===== src/rtl/core/pap_pkg.sv =====
// ----------------------------------------------------------------------------
// pap_pkg
// Shared types, constants and field helpers for the alpha premultiply unit.
// ----------------------------------------------------------------------------
`default_nettype none

package pap_pkg;

    // Pixel word width inside the datapath (16..64)
    localparam int PIXEL_WIDTH = 32;

    // Port widths
    localparam int CFG_IDX_W  = 4;
    localparam int CFG_DATA_W = 16;

    // Per-lane stage count: product, rounding, 8 divide stages, write back
    localparam int DIV_BITS_PER_STAGE = 4;
    localparam int DIV_STAGES         = 32 / DIV_BITS_PER_STAGE;
    localparam int LANE_STAGES        = DIV_STAGES + 3;
    localparam int LANE_LAST          = LANE_STAGES - 1;
    localparam int NUM_LANES          = 3;

    // Whole pipeline: input, alpha, three color lanes, output
    localparam int PIPE_DEPTH = 2 + NUM_LANES * LANE_STAGES + 1;
    localparam int OCC_W      = $clog2(PIPE_DEPTH + 1);

    // 16-bit level constants
    localparam logic [15:0] FULL16 = 16'hFFFF;
    localparam logic [15:0] HALF16 = 16'h7FFF;

    // Mode codes; the unused code reads alpha too
    localparam logic [1:0] MODE_PREMUL   = 2'd0;
    localparam logic [1:0] MODE_OPAQUE   = 2'd1;
    localparam logic [1:0] MODE_READ     = 2'd2;

    // Lane codes
    localparam logic [1:0] LANE_RED   = 2'd0;
    localparam logic [1:0] LANE_GREEN = 2'd1;
    localparam logic [1:0] LANE_BLUE  = 2'd2;

    // Configuration register indexes
    typedef enum logic [CFG_IDX_W-1:0] {
        REG_ALPHA_MASK  = 4'd0,
        REG_ALPHA_SHIFT = 4'd1,
        REG_RED_MASK    = 4'd2,
        REG_RED_SHIFT   = 4'd3,
        REG_GREEN_MASK  = 4'd4,
        REG_GREEN_SHIFT = 4'd5,
        REG_BLUE_MASK   = 4'd6,
        REG_BLUE_SHIFT  = 4'd7
    } cfg_reg_e;

    // Field layout
    typedef struct packed {
        logic [15:0]                amask;
        logic [4:0]                 ashift;
        logic [NUM_LANES-1:0][15:0] cmask;
        logic [NUM_LANES-1:0][4:0]  cshift;
    } cfg_t;

    // One pixel in flight, with divider working registers
    typedef struct packed {
        logic [1:0]             mode;
        logic [PIXEL_WIDTH-1:0] pix;
        logic [15:0]            level;
        logic [15:0]            a;
        logic [31:0]            num;
        logic [16:0]            rem;
        logic [15:0]            dvs;
        logic [15:0]            alpha_out;
    } item_t;

    function automatic logic is_read(logic [1:0] mode);
        return mode >= MODE_READ;
    endfunction

    // Right-aligned field read
    function automatic logic [15:0] get_field(logic [PIXEL_WIDTH-1:0] p,
                                              logic [15:0] m, logic [4:0] s);
        logic [63:0] p64;
        p64 = 64'(p) >> s;
        return p64[15:0] & m;
    endfunction

    // Field write, clipped to the pixel width
    function automatic logic [PIXEL_WIDTH-1:0] put_field(logic [PIXEL_WIDTH-1:0] p,
                                                         logic [15:0] m, logic [4:0] s,
                                                         logic [15:0] v);
        logic [63:0] p64;
        logic [63:0] m64;
        logic [63:0] v64;
        p64 = 64'(p);
        m64 = 64'(m) << s;
        v64 = 64'(v & m) << s;
        p64 = (p64 & ~m64) | v64;
        return p64[PIXEL_WIDTH-1:0];
    endfunction

    // x / 65535 for x below 65536 * 65535
    function automatic logic [15:0] div_full16(logic [31:0] x);
        logic [16:0] q0;
        logic [16:0] r;
        logic [16:0] q;
        q0 = {1'b0, x[31:16]};
        r  = {1'b0, x[15:0]} + q0;
        if (r >= 17'd131070)
            q = q0 + 17'd2;
        else if (r >= 17'(FULL16))
            q = q0 + 17'd1;
        else
            q = q0;
        return q[15:0];
    endfunction

endpackage

`default_nettype wire


===== src/rtl/core/pap_color_lane.sv =====
// ----------------------------------------------------------------------------
// pap_color_lane
// One color field: product, rounding, pipelined 32/16 divide, field write.
// ----------------------------------------------------------------------------
`default_nettype none

module pap_color_lane (
    input  wire logic          clk,
    input  wire logic          rst_n,
    input  wire pap_pkg::cfg_t cfg,
    input  wire logic [1:0]    lane,
    input  wire logic          in_valid,
    output logic               in_ready,
    input  wire pap_pkg::item_t in_item,
    output logic               out_valid,
    input  wire logic          out_ready,
    output pap_pkg::item_t     out_item
);

    // Work done by stage k of the lane
    function automatic pap_pkg::item_t lane_op(int k, pap_pkg::item_t x,
                                               pap_pkg::cfg_t c, logic [15:0] m,
                                               logic [4:0] s, logic is_red);
        pap_pkg::item_t y;
        logic [15:0]    fv;
        logic [15:0]    qs;
        logic [16:0]    r;
        logic           apply;
        y = x;
        apply = (c.amask != 16'd0) && (m != 16'd0) &&
                ((x.mode == pap_pkg::MODE_PREMUL) ||
                 ((x.mode == pap_pkg::MODE_OPAQUE) && (x.a != 16'd0) &&
                  (x.a != c.amask)));
        case (k)
            0:
            begin
                fv = pap_pkg::get_field(x.pix, m, s);
                if (pap_pkg::is_read(x.mode))
                    y.num = {x.a, 16'd0} - 32'(x.a);
                else if (x.mode == pap_pkg::MODE_OPAQUE)
                    y.num = 32'(fv) * 32'(c.amask);
                else
                    y.num = 32'(fv) * 32'(x.a);
            end
            1:
            begin
                y.rem = '0;
                if (x.mode == pap_pkg::MODE_OPAQUE)
                begin
                    y.num = x.num + 32'(x.a >> 1);
                    y.dvs = x.a;
                end
                else
                begin
                    y.num = x.num + 32'(c.amask >> 1);
                    y.dvs = c.amask;
                end
            end
            pap_pkg::LANE_LAST:
            begin
                if (x.mode == pap_pkg::MODE_OPAQUE && x.num > 32'(m))
                    qs = m;
                else
                    qs = x.num[15:0];
                if (apply)
                    y.pix = pap_pkg::put_field(x.pix, m, s, qs);
                if (pap_pkg::is_read(x.mode) && is_red)
                    y.alpha_out = x.num[15:0];
            end
            default:
            begin
                // restoring divide, a few quotient bits per stage
                for (int j = 0; j < pap_pkg::DIV_BITS_PER_STAGE; j++)
                begin
                    r = {y.rem[15:0], y.num[31]};
                    y.num = {y.num[30:0], 1'b0};
                    if (r >= 17'(y.dvs))
                    begin
                        r = r - 17'(y.dvs);
                        y.num[0] = 1'b1;
                    end
                    y.rem = r;
                end
            end
        endcase
        return y;
    endfunction

    pap_pkg::item_t                          item_reg  [pap_pkg::LANE_STAGES];
    pap_pkg::item_t                          item_next [pap_pkg::LANE_STAGES];
    logic [pap_pkg::LANE_STAGES-1:0]         v_reg;
    logic [pap_pkg::LANE_STAGES-1:0]         v_next;
    logic [pap_pkg::LANE_STAGES:0]           rdy;
    logic [15:0]                             m_sel;
    logic [4:0]                              s_sel;

    assign m_sel = cfg.cmask[lane];
    assign s_sel = cfg.cshift[lane];

    assign rdy[pap_pkg::LANE_STAGES] = out_ready;
    assign in_ready  = rdy[0];
    assign out_valid = v_reg[pap_pkg::LANE_LAST];
    assign out_item  = item_reg[pap_pkg::LANE_LAST];

    for (genvar k = 0; k < pap_pkg::LANE_STAGES; k++)
    begin : g_stage
        logic           src_v;
        pap_pkg::item_t src_item;

        if (k == 0)
        begin : g_first
            assign src_v    = in_valid;
            assign src_item = in_item;
        end
        else
        begin : g_rest
            assign src_v    = v_reg[k-1];
            assign src_item = item_reg[k-1];
        end

        // a stage takes a beat when empty or when its beat moves on
        assign rdy[k] = !v_reg[k] || rdy[k+1];

        always_comb
        begin
            v_next[k]    = rdy[k] ? src_v : v_reg[k];
            item_next[k] = lane_op(k, src_item, cfg, m_sel, s_sel, lane == pap_pkg::LANE_RED);
        end

        always_ff @(posedge clk or negedge rst_n)
        begin
            if (!rst_n)
                v_reg[k] <= 1'b0;
            else
                v_reg[k] <= v_next[k];
        end

        always_ff @(posedge clk)
        begin
            if (rdy[k] && src_v)
                item_reg[k] <= item_next[k];
        end
    end

endmodule

`default_nettype wire


===== config.mk =====
export PLATFORM = sky130hd
export DESIGN_NAME = pap_color_lane
export DESIGN_NICKNAME = d
export VERILOG_FILES = /design/src/rtl/core/pap_pkg.sv /design/src/rtl/core/pap_color_lane.sv
export SDC_FILE = /design/constraint.sdc
export NUM_CORES = 2
export LEC_CHECK = 0
export BUFFER_PORTS_ARGS = -buffer_cell sky130_fd_sc_hd__buf_4
export CELL_PAD_IN_SITES_DETAIL_PLACEMENT = 1
export CELL_PAD_IN_SITES_GLOBAL_PLACEMENT = 1
export CORE_UTILIZATION = 56
export DETAILED_ROUTE_END_ITERATION = 7
export PLACE_DENSITY_LB_ADDON = 0.3
export SYNTH_ARGS = -nofsm -noshare
export SYNTH_HDL_FRONTEND = slang
export SYNTH_SLANG_ARGS = --single-unit

===== constraint.sdc =====
create_clock -name clk -period 19.6 [get_ports clk]
set_clock_uncertainty 0.1 [all_clocks]
set_input_delay 3.92 -clock clk [delete_from_list [all_inputs] [get_ports clk]]
set_output_delay 3.92 -clock clk [all_outputs]
set_load 0.01 [all_outputs]

-- Yosys cells after proc, flatten, opt, wreduce, memory -nomap -nowiden
Memories as Yosys holds them, arrays and structs flattened.
Cells that the tools add are included.
- bits in registers: 11
- latch bits: 0
- RAM bits: 1617
- ROM bits: 0
- output and inout port bits: 149
- logic and storage cells: 239
- memories kept: 1
- memory list (memory ; words ; bits a word ; rd ports ; clocked after Yosys merged registers in ; write ports ; line ; RTL):
    item_reg ; 11 ; 147 ; 11 ; 0 ; 11 ; pap_color_lane.sv:89 ; pap_pkg::item_t item_reg [pap_pkg::LANE_STAGES];
- $add $sub $neg: 35
- multipliers: 2
- div/mod/pow operators: 0
- order comparisons: 36
- eq/ne operators: 4
- shift-type cells: 3
- mux-type cells: 97
- bitwise gates (word level): 5
- reductions and logical operators: 45
- operator list (cell ; count):
    $ge 17x16->1 ; 32
    $mux 16 ; 28
    $sub 16x16->16 ; 24
    $mux 17 ; 8
    $sub 17x16->17 ; 8
    $mux 32 ; 4
    $add 32x15->32 ; 2
    $mul 16x16->32 ; 2
    $shl 16x5->32 ; 2
    $mux 1 ; 54
    $reduce_bool 16->1 ; 3
    $and 16x16->16 ; 2
    $and 32x32->32 ; 1
    $bmux 16 s2 ; 1
    $gt 32x16->1 ; 1
    $not 32->32 ; 1
    $or 32x32->32 ; 1
    $shr 32x5->16 ; 1
    $sub 32x16->32 ; 1
    $logic_and 1x1->1 ; 17
    $ne 16x16->1 ; 1
    $logic_or 1x1->1 ; 12
    $logic_not 1->1 ; 11
    $bmux 5 s2 ; 1
    5 further kinds ; 9

-- Longest topological paths before layout
- depth in word-level cells: 15
- gate-level depth with buffers: 47

-- Worst setup path before layout
OpenSTA, ideal clock, no wires.
- path kind: input-to-reg
- from: input port lane[1]
- to: memory item_reg[0][80] in the netlist's numbering (data pin)
- library setup time: 0.254 ns
- arrival: 11.999 ns
- data required time: 19.246 ns
- setup slack: 7.247 ns
- stages on the path: 33
- path buffers: 5
- cells stage by stage: buf_2 > buf_1 > mux2i_1 > nor2_1 > a21o_1 > clkbuf_1 > buf_1 > nand2_1 > nand3_1 > o21ai_0 > a211oi_1 > clkbuf_1 > nand2_1 > fa_1 > inv_1 > fa_1 > fa_1 > fa_1 > inv_1 > fa_1 > inv_1 > fa_1 > ha_1 > a21o_1 > o221ai_1 > o211ai_1 > o221ai_1 > nor3_1 > o41ai_1 > nand3_1 > o2111ai_1 > o21ai_0 > o21a_1
- RTL lines (what ; line ; RTL):
    from (decl) ; pap_color_lane.sv:11 ; input wire logic [1:0] lane,
    to (decl) ; pap_color_lane.sv:89 ;

==> impl_metrics.env <==
export IMPL_run_status="complete, but fails checks"
export IMPL_violations_in_the_final_reports="design-rule violations, max-capacitance violations"
export IMPL_fin_nets=10300
export IMPL_synth_warning_count=0
export IMPL_tns_ns=0
export IMPL_maxClockFrequency_ghz=0.0668
export IMPL_netlist_area_um2=100000
export IMPL_post_synth_top_area_fraction_pct=46.8
export IMPL_post_drt_via_cell_ratio=6.53
export IMPL_global_route_peak_usage_layer="met2"
export IMPL_grt_use_total_pct=36.8
export IMPL_detailedPlacementHpwl_um=232000
export IMPL_pin_count_of_the_biggest_net_entering_global_routing=127
export IMPL_grt_pass1_vias=80400
export IMPL_drv_max_cap_violation_count=1
export IMPL_final_min_clock_period_ns=14.97
export IMPL_synth_seq_cells=1571
export IMPL_largest_family_of_logic_cells_by_synthesized_area="adder cells"
export IMPL_synth_compound_gate_area_share_pct=11.3
export IMPL_num_vias=74600
export IMPL_area_growth_synth_to_final_pct=10.5
export IMPL_clock_root_buffer_master="sky130_fd_sc_hd__clkbuf_16"
export IMPL_finalWirelength_um=333000
export IMPL_cts_num_sinks=1571
export IMPL_final_min_period_over_clock_period_pct=76.4
export IMPL_post_synth_inst_count=8628
export IMPL_most_common_library_cells_after_synthesis="sky130_fd_sc_hd__edfxtp_1 (1560), sky130_fd_sc_hd__inv_1 (777), sky130_fd_sc_hd__nand2_1 (752)"
export IMPL_route_detailed_wl_per_inst_um=29.1
export IMPL_post_layout_nonfiller_instances=11400
export IMPL_fin_worst_hold_slack_ns=0.305
export IMPL_worst_endpoint_required_ns=20.05
export IMPL_finalWeightedCongestion=0.961
export IMPL_post_cts_resized=0
export IMPL_worst_path_max_delay_cell="sky130_fd_sc_hd__nor2_1"
export IMPL_core_area_um2=177000
export IMPL_antenna_found_initial=30
export IMPL_whs_path_depth=0
export IMPL_syn_num_nets=10000
export IMPL_r2r_worst_path_cells=42
export IMPL_post_synth_mux_area_share_pct=5.46
export IMPL_slew_headroom_pct=1.17
export IMPL_crit_path_max_fanout=25
export IMPL_syn_mean_instance_area_um2=11.6
export IMPL_ios=386
export IMPL_critical_path_max_stage_delay_ns=0.87
export IMPL_final_core_utilization_pct=62.5
export IMPL_die_height_um=425
export IMPL_use_met3_pct=7.63
export IMPL_cts_tree="yes"
export IMPL_max_slew_worst_pin_slew_ns=1.47
export IMPL_number_of_nets_with_antenna_violations_after_detailed_routing=0
export IMPL_postSynth_asyncResetShare_pct=0.700
export IMPL_hold_path_class="reg2reg"
export IMPL_crit_reg2reg_capture="item_reg[5][34]"
export IMPL_clk_latency_ns=0.85
export IMPL_synth_flop_cell="sky130_fd_sc_hd__edfxtp_1"
export IMPL_timing_critical_path_to_type="flop"
export IMPL_rr_startpoint="item_reg[4][17]"
export IMPL_holdCritStartpoint="item_reg[0][137]"
export IMPL_global_route_usage_met1_pct=42.7
export IMPL_grt_use_met2_pct=61.2
export IMPL_postCtsHoldBufs=0
export IMPL_post_cts_buffers=0
export IMPL_start_util_pct=56.6
export IMPL_firstDrtPassIters=8
export IMPL_regToRegSetupSlack_ns=4.63
export IMPL_synth_enable_flop_cells=1560
export IMPL_fill_cell_count=17800
export IMPL_synthMostInstantiatedCell="sky130_fd_sc_hd__edfxtp_1"
export IMPL_clockBufferDepth=3
export IMPL_drive_gt1_share_pct=12.2
export IMPL_crit_arrival_ns=15.42
export IMPL_setup_violations=0
export IMPL_drt_initial_drc_count=7393
export IMPL_netlist_top_cells_area="sky130_fd_sc_hd__edfxtp_1 (47%), sky130_fd_sc_hd__ha_1 (9.2%), sky130_fd_sc_hd__fa_1 (8.4%)"
export IMPL_hold_end="item_reg[1][137]"
export IMPL_numPlacedInstances=11100
export IMPL_maxSlewViolCount=0
export IMPL_cts_buffers_inserted=159
export IMPL_seq_total_area_yosys_pct=47.1
export IMPL_number_of_hold_slack_violations_in_the_final_timing_report=0
export IMPL_die_area_um2=180000
export IMPL_setup_repair_after_global_routing_missed_its_margin="no"
export IMPL_synth_xor_xnor_area_share_pct=3.91
export IMPL_grt_pass1_wl_um=499000
export IMPL_overflow=0
export IMPL_synth_top_area_cell="sky130_fd_sc_hd__edfxtp_1"
export IMPL_clkTransAtPathRegs_ns=0.07
export IMPL_setup_worst_path_start_class="flop"
export IMPL_htree_levels=4
export IMPL_placement_rows=154
export IMPL_drc=5
export IMPL_synthAdderAreaFrac_pct=17.6
export IMPL_synth_simple_gate_area_share_pct=10.7
export IMPL_critical_path_class="reg2reg"
export IMPL_port_buffers=315
export IMPL_largest_reg_flops=1560
export IMPL_yosysUniqueCellTypes=102
export IMPL_die_width_um=425
## logic make-up (layout without fill, tap and decap cells)
family | after synthesis | count (layout)
AOI/OAI and AO/OA | 1701 | 1701
muxes | 502 | 502
DFF | 1571 | 1571
and+or+nand+nor | 2221 | 2221
other | 0 | 15
xor gates and xnor gates | 447 | 447
adders and majority gates | 1158 | 1158
buffers and inverters | 1028 | 1468
## critical path, delay by kind of cell (launching register included)
family | cells | cell delay, ns
adders and majority gates | 4 | 1.39
DFF | 1 | 0.42
buffers and inverters | 4 | 1.32
AOI/OAI and AO/OA | 21 | 6.77
and+or+nand+nor | 13 | 4.62
## cell usage in the layout (no fill, tap or decap), types with 205 or more instances in the layout
| cell type | instances |
|---|---|
| sky130_fd_sc_hd__nand2_1 | 752 |
| sky130_fd_sc_hd__a21oi_1 | 421 |
| sky130_fd_sc_hd__inv_1 | 777 |
| sky130_fd_sc_hd__and2_1 | 205 |
| sky130_fd_sc_hd__buf_4 | 389 |
| sky130_fd_sc_hd__mux2_2 | 346 |
| sky130_fd_sc_hd__fa_1 | 420 |
| sky130_fd_sc_hd__nor2_1 | 417 |
| sky130_fd_sc_hd__edfxtp_1 | 1560 |
| sky130_fd_sc_hd__o21ai_0 | 370 |
| sky130_fd_sc_hd__xnor2_1 | 306 |
| sky130_fd_sc_hd__ha_1 | 738 |
## area by class of cell
class | instances | area (um^2) | share of cell area [%]
clock buffers | 180 | 4140 | 3.75
multi-input cells | 6029 | 49200 | 44.5
clock inverters | 114 | 1160 | 1.05
inverters | 783 | 2940 | 2.66
diodes | 15 | 37.5 | 0.0340
repair buffers | 391 | 2960 | 2.68
well taps | 2340 | 2930 | 2.65
flip-flops and latches | 1571 | 47100 | 42.6
## layer usage
metal	routed length, um	part of all wire [%]
met1	120000	36
met2	159000	48
met3	26200	7.9
met4	26900	8.1
met5	169	0.051
## worst max-delay path by stage
stage	start	to	cells after the start
after floorplan	lane[1]	item_reg[0][80]	33
after global placement	lane[0]	item_reg[0][75]	32
after detailed placement	lane[0]	item_reg[0][75]	32
after CTS	item_reg[4][17]	item_reg[5][34]	42
after global routing	item_reg[4][17]	item_reg[5][34]	42
final	item_reg[4][17]	item_reg[5][34]	42
## through the flow
step / worst slack (ns) / instance area, um^2
after floorplan: 7.25 / 100000
after global placement: 5.63 / 105000
after detailed placement: 5.11 / 105000
after CTS: 5.21 / 110000
after global routing: 4.11 / 110000
final: 4.63 / 111000
Power is left out: the tool's default activity adds up to more than one toggle a clock period on the data nets, which glitch-free logic cannot reach.
